--- config.mk ---
export PLATFORM = sky130hd
export DESIGN_NAME = lpht_ctrl
export DESIGN_NICKNAME = d
export VERILOG_FILES = /design/src/hw/rtl/assert_macros.svh /design/src/hw/rtl/lpht_pkg.sv /design/src/hw/rtl/lpht_ctrl.sv
export SDC_FILE = /design/constraint.sdc
export NUM_CORES = 1
export LEC_CHECK = 0
export BUFFER_PORTS_ARGS = -buffer_cell sky130_fd_sc_hd__buf_2
export CORE_AREA = 2 2 39 41
export CTS_CLUSTER_SIZE = 30
export DETAILED_ROUTE_END_ITERATION = 10
export DIE_AREA = 0 0 41 43
export PLACE_DENSITY = 0.59
export SLEW_MARGIN = 20
export SYNTH_ARGS = -nofsm -noshare
export SYNTH_HDL_FRONTEND = slang
export SYNTH_SLANG_ARGS = --single-unit
--- constraint.sdc ---
create_clock -name clk_i -period 2.6 [get_ports clk_i]
set_input_delay 0.26 -clock clk_i [delete_from_list [all_inputs] [get_ports clk_i]]
set_output_delay 0.26 -clock clk_i [all_outputs]
set_load 0.05 [all_outputs]
--- src/hw/rtl/assert_macros.svh ---
// Assertion macros shared by the RTL files.
`ifndef ASSERT_MACROS_SVH
`define ASSERT_MACROS_SVH
`ifndef ASSERT_OFF
`define ASSERT_IMPL(label, clk, rst_n, prop) \
  label: assert property (@(posedge clk) disable iff (!rst_n) prop) else $error("%m failed");
`define ASSERT_NEXT(label, clk, rst_n, ante, cons) \
  label: assert property (@(posedge clk) disable iff (!rst_n) (ante) |=> (cons)) \
    else $error("%m failed");
`else
`define ASSERT_IMPL(label, clk, rst_n, prop)
`define ASSERT_NEXT(label, clk, rst_n, ante, cons)
`endif
`endif

--- src/hw/rtl/lpht_pkg.sv ---
// Shared types and codes for the linear probe hash table.
`timescale 1ns / 1ps
`default_nettype none
package lpht_pkg;
  localparam logic [1:0] OP_INSERT = 2'd0;
  localparam logic [1:0] OP_GET    = 2'd1;
  localparam logic [1:0] OP_DELETE = 2'd2;
  localparam logic [1:0] OP_NONE   = 2'd3;
  localparam logic [1:0] ST_OK   = 2'd0;
  localparam logic [1:0] ST_MISS = 2'd1;
  localparam logic [1:0] ST_FULL = 2'd2;
  localparam int unsigned MAX_KEY_BYTES = 8;
  // slot count, a power of two matching the 10-bit slot index
  localparam int unsigned TABLE_DEPTH = 1024;

  typedef struct packed {
    logic [1:0]  operation;
    logic [63:0] key;
    logic [31:0] value;
  } req_t;

  typedef struct packed {
    logic [1:0]  status;
    logic [31:0] found_value;
    logic [9:0]  slot_index;
    logic [10:0] probe_count;
  } rsp_t;

  // controller to datapath
  typedef struct packed {
    logic clr;       // clear one valid flag after reset
    logic load;      // capture request, clear hash
    logic hash_step; // absorb one key byte
    logic hash_fin;  // finalize, set probe to home
    logic rd;        // issue slot read
    logic advance;   // step probe
    logic wr_ins;    // write slot, mark valid
    logic wr_del;    // clear valid
    logic respond;   // emit result
    logic [1:0] rsp_kind;
  } ctl_t;

  localparam logic [1:0] RK_HIT   = 2'd0;
  localparam logic [1:0] RK_STOP  = 2'd1;
  localparam logic [1:0] RK_SWEEP = 2'd2;
  localparam logic [1:0] RK_BAD   = 2'd3;

  // datapath to controller
  typedef struct packed {
    logic [1:0] op;
    logic clr_last;
    logic hash_last;
    logic hit;
    logic empty;
    logic sweep_end;
  } sts_t;
endpackage
`default_nettype wire

--- src/hw/rtl/lpht_ctrl.sv ---
// Sequencer for hash, probe and response steps.
`timescale 1ns / 1ps
`default_nettype none
module lpht_ctrl (
  input  wire logic           clk_i,
  input  wire logic           rst_ni,
  input  wire logic           start_i,
  input  wire lpht_pkg::sts_t sts_i,
  output lpht_pkg::ctl_t      ctl_o,
  output logic                busy_o
);
  localparam logic [2:0] S_IDLE = 3'd0;
  localparam logic [2:0] S_HASH = 3'd1;
  localparam logic [2:0] S_FIN  = 3'd2;
  localparam logic [2:0] S_RD   = 3'd3;
  localparam logic [2:0] S_CMP  = 3'd4;
  localparam logic [2:0] S_BAD  = 3'd5;
  localparam logic [2:0] S_CLR  = 3'd6;

  logic [2:0] state_q, state_d;

  always_ff @(posedge clk_i or negedge rst_ni) begin
    if (!rst_ni) state_q <= S_CLR;
    else state_q <= state_d;
  end

  always_comb begin
    ctl_o = '0;
    state_d = state_q;
    unique case (state_q)
      S_CLR: begin
        // empty one slot per cycle
        ctl_o.clr = 1'b1;
        if (sts_i.clr_last) state_d = S_IDLE;
      end
      S_IDLE: begin
        if (start_i) begin
          ctl_o.load = 1'b1;
          state_d = S_HASH;
        end
      end
      S_HASH: begin
        if (sts_i.op == lpht_pkg::OP_NONE) begin
          state_d = S_BAD;
        end else begin
          ctl_o.hash_step = 1'b1;
          if (sts_i.hash_last) state_d = S_FIN;
        end
      end
      S_FIN: begin
        ctl_o.hash_fin = 1'b1;
        state_d = S_RD;
      end
      S_RD: begin
        ctl_o.rd = 1'b1;
        state_d = S_CMP;
      end
      S_CMP: begin
        priority if ((sts_i.op == lpht_pkg::OP_INSERT) && (sts_i.hit || sts_i.empty)) begin
          ctl_o.wr_ins = 1'b1;
          ctl_o.respond = 1'b1;
          ctl_o.rsp_kind = lpht_pkg::RK_HIT;
          state_d = S_IDLE;
        end else if (sts_i.hit) begin
          ctl_o.wr_del = (sts_i.op == lpht_pkg::OP_DELETE);
          ctl_o.respond = 1'b1;
          ctl_o.rsp_kind = lpht_pkg::RK_HIT;
          state_d = S_IDLE;
        end else if ((sts_i.op == lpht_pkg::OP_DELETE) && sts_i.empty) begin
          ctl_o.respond = 1'b1;
          ctl_o.rsp_kind = lpht_pkg::RK_STOP;
          state_d = S_IDLE;
        end else if (sts_i.sweep_end) begin
          ctl_o.respond = 1'b1;
          ctl_o.rsp_kind = lpht_pkg::RK_SWEEP;
          state_d = S_IDLE;
        end else begin
          ctl_o.advance = 1'b1;
          ctl_o.rd = 1'b1;
        end
      end
      S_BAD: begin
        ctl_o.respond = 1'b1;
        ctl_o.rsp_kind = lpht_pkg::RK_BAD;
        state_d = S_IDLE;
      end
      default: state_d = S_IDLE;
    endcase
  end

  assign busy_o = (state_q != S_IDLE);
endmodule
`default_nettype wire

==> insert_results.sql <==
INSERT INTO impl_metrics (metric_group, metric, value, unit) VALUES
('outcome', 'status', 'finished clean', ''),
('worst_setup_path', 'crit_path_max_incr_delay', '0.59', 'ns'),
('die', 'start_util', '0.212', ''),
('clock_tree', 'cell_at_the_root_of_the_clock_tree', 'clkbuf_4', ''),
('final_layout', 'biggestRegsByFlops', 'state_q x3', ''),
('final_layout', 'largest_register_ff_count', '3', ''),
('clock_tree', 'clock_tree_from_tritoncts', 'yes', ''),
('place', 'gp_congestion', '0.742', ''),
('synth', 'synth.yosys.seq_area_share', '0.264', ''),
('clock_tree', 'htree_levels', '1', ''),
('global_route', 'first_global_vias', '320', ''),
('worst_setup_path', 'highest_fanout_seen_on_the_critical_path', '9', ''),
('worst_setup_path', 'worstRegToRegCells', '3', ''),
('worst_hold_path', 'hold_path_depth', '3', ''),
('place', 'dp_slack', '1.03', 'ns'),
('worst_setup_path', 'worstSetupPathType', 'register to primary output', ''),
('power', 'netSwitchingFraction', '0.604', ''),
('worst_setup_path', 'path_depth', '3', ''),
('timing', 'worst_slew_margin_rel', '0.795', ''),
('final_layout', 'final_net_count', '76', ''),
('final_layout', 'drive_gt1_frac', '0.415', ''),
('worst_setup_path', 'crit_slowest_cell', 'dfstp_2', ''),
('timing', 'rsz0062_at_grt', 'false', ''),
('worst_setup_path', 'critical_path.cell_chain', 'nand2_1, nor4_1, buf_2', ''),
('final_layout', 'largest_register', 'state_q', ''),
('final_layout', 'antennaDiodeCount', '0', ''),
('die', 'die-height', '43', 'um'),
('global_route', 'grt_use_total', '0.102', ''),
('timing', 'setup_ws', '0.757', 'ns'),
('routing', 'avgViaCountPerCell', '4.60', ''),
('die', 'die_area', '0.00176', 'mm2'),
('routing', 'met2_length', '417', 'um'),
('timing', 'fmaxAchievable', '543', 'MHz'),
('clock_tree', 'ctsResizeCount', '0', ''),
('global_route', 'grt_start_max_net_pins', '11', ''),
('die', 'core_region_area', '0.00138', 'mm2'),
('worst_setup_path', 'worstSetupEndpointType', 'primary output', ''),
('worst_hold_path', 'hold_wc_path_type', 'input pin to register', ''),
('routing', 'drt_iter0_markers', '6', ''),
('clock_tree', 'ctsLongestPathBuffers', '2', ''),
('worst_setup_path', 'critical_path_required', '2.34', 'ns'),
('timing', 'fin_worst_skew', '0.00142', 'ns'),
('worst_setup_path', 'crit_path_start_kind', 'register', ''),
('clock_tree', 'cts.reportedPaths.clkPinSlew', '0.04', 'ns'),
('worst_setup_path', 'path_buf_inv', '1', ''),
('timing', 'hold_vio_cnt_final', '0', ''),
('power', 'power.clock.fraction', '0.138', ''),
('global_route', 'grt_first_pass_wirelength', '1260', 'um'),
('routing', 'firstDrtPassIters', '4', ''),
('power', 'sequentialPowerShare', '0.212', ''),
('power', 'vdd_drop_max', '0.000572', 'V'),
('final_layout', 'synthToLayoutAreaGrowth', '51.5', '%'),
('power', 'p_int', '0.000240', 'W'),
('routing', 'vias', '373', ''),
('place', 'place_hpwl', '663', 'um'),
('synth', 'synth.lib_cells_used.distinct', '25', ''),
('global_route', 'grt_overflow', '0', ''),
('worst_setup_path', 'crit_arrival', '1.58', 'ns'),
('synth', 'synth.top_cells.by_area', 'dfstp_2 (18%), dfrtp_1 (8.5%), inv_1 (6.4%)', ''),
('power', 'power.density', '1360', 'mW/mm2'),
('power', 'comb_power_share', '0.651', ''),
('routing', 'dr.max_layer_used', 'met3', ''),
('timing', 'clock_period_minus_worst_slack', '1.84', 'ns'),
('synth', 'post_synth.cell_area_avg', '7.17', 'um2'),
('synth', 'syn_inst', '41', ''),
('timing', 'final.setup.tns', '0', 'ns'),
('worst_setup_path', 'timing.critical_path.max_delay_family', 'flip-flops', ''),
('global_route', 'number_of_antenna_violations_at_the_first_check_in_global_routing', '0', ''),
('clock_tree', 'cts_sinks', '3', ''),
('timing', 'slew_viol_final', '0', ''),
('power', 'net-switching-power', '0.000366', 'W');
==> layout by cell type, fill, tap and decap left out, drive strengths merged <==
master,Yosys,final
or3b,1,1
nand4,1,1
nor4,2,2
and2,1,1
a221oi,1,1
dfrtp,1,1
nand3b,1,1
buf,1,21
nor3,1,1
or3,1,1
dlygate4sd3,0,1
nor2b,2,2
nand2,4,4
a32o,1,1
nor2,5,5
nand2b,2,2
clkbuf,1,4
o21ai,1,1
inv,5,5
a21o,1,1
o21bai,1,1
a21oi,2,2
o211ai,1,1
dfstp,2,2
a31oi,2,2
==> power groups by stage <==
stage / clock (W) / combinational [W] / sequential (W)
floorplan: 0 / 0.000349 / 0.0000899
global placement: 0 / 0.000394 / 0.000127
detailed placement: 0 / 0.000394 / 0.000127
CTS: 0.0000851 / 0.000396 / 0.000127
global route: 0.0000883 / 0.000420 / 0.000134
finish: 0.0000833 / 0.000394 / 0.000128
==> cells by family (layout without fill, tap and decap cells) <==
| kind of cell | Yosys count | count (layout) | synth area share |
|---|---|---|---|
| simple gates | 21 | 21 | 0.404 |
| compound gates | 10 | 10 | 0.234 |
| buf+inv | 7 | 31 | 0.0978 |
| flops | 3 | 3 | 0.264 |
==> per-stage QoR <==
| stage | instance area [um2] | util | hold slack (ns) |
|---|---|---|---|
| after floorplan | 294 | - | -0.0356 |
| after global placement | 409 | 0.296 | 0.0560 |
| after detailed placement | 409 | 0.296 | 0.0566 |
| after CTS | 445 | 0.322 | 0.305 |
| after global routing | 445 | 0.322 | 0.328 |
| final | 445 | 0.322 | 0.311 |
==> path summary, 6_finish.rpt <==
| check | startpoint | endpoint | slack (ns) |
|---|---|---|---|
| worst max-delay path | state_q[2] | ctl_o[3] | 0.76 |
| worst min-delay path | sts_i[4] | state_q[2] | 0.31 |
| worst max register to register | state_q[2] | state_q[1] | 1.43 |
| worst min register to register | state_q[2] | state_q[2] | 0.58 |
| max in group asynchronous | rst_ni | state_q[1] | 2.06 |
| min in group asynchronous | rst_ni | state_q[0] | 0.35 |
==> routing by layer <==
metal,vias up,GRT usage
met1,168,0.133
li1,191,-
met2,14,0.156
met4,0,0.0600
met3,0,0.00524
met5,-,0
==> layout make-up <==
cell class | instances | area, um2
clock buffer | 4 | 26.3
fill | 158 | 938
inverter | 5 | 18.8
multi-input combinational | 31 | 188
sequential | 3 | 77.6
tap | 16 | 20.0
timing repair buffer | 22 | 115
==> tightest hold or removal path: cells and delay by family <==
kind	cells	cell delay, ns
AOI/OAI and AO/OA	1	0.08
and+or+nand+nor	1	0.10
buffers and inverters	1	0.09
==> what timing repair did <==
| action | CTS | global route |
|---|---|---|
| hold buffers | 1 | 0 |
| hold endpoints to repair | 3 | 0 |
| buffers inserted | 0 | 0 |
==> synthesized netlist by cell type, drive strengths merged <==
master / number
nor2: 5
nand4: 1
a32o: 1
a21o: 1
and2: 1
nand3b: 1
dfstp: 2
nand2: 4
inv: 5
a221oi: 1
buf: 1
nor4: 2
or3: 1
nand2b: 2
a21oi: 2
nor3: 1
clkbuf: 1
o21ai: 1
o21bai: 1
or3b: 1
nor2b: 2
o211ai: 1
dfrtp: 1
a31oi: 2
No activity file was read; power rests on OpenSTA's default activity.
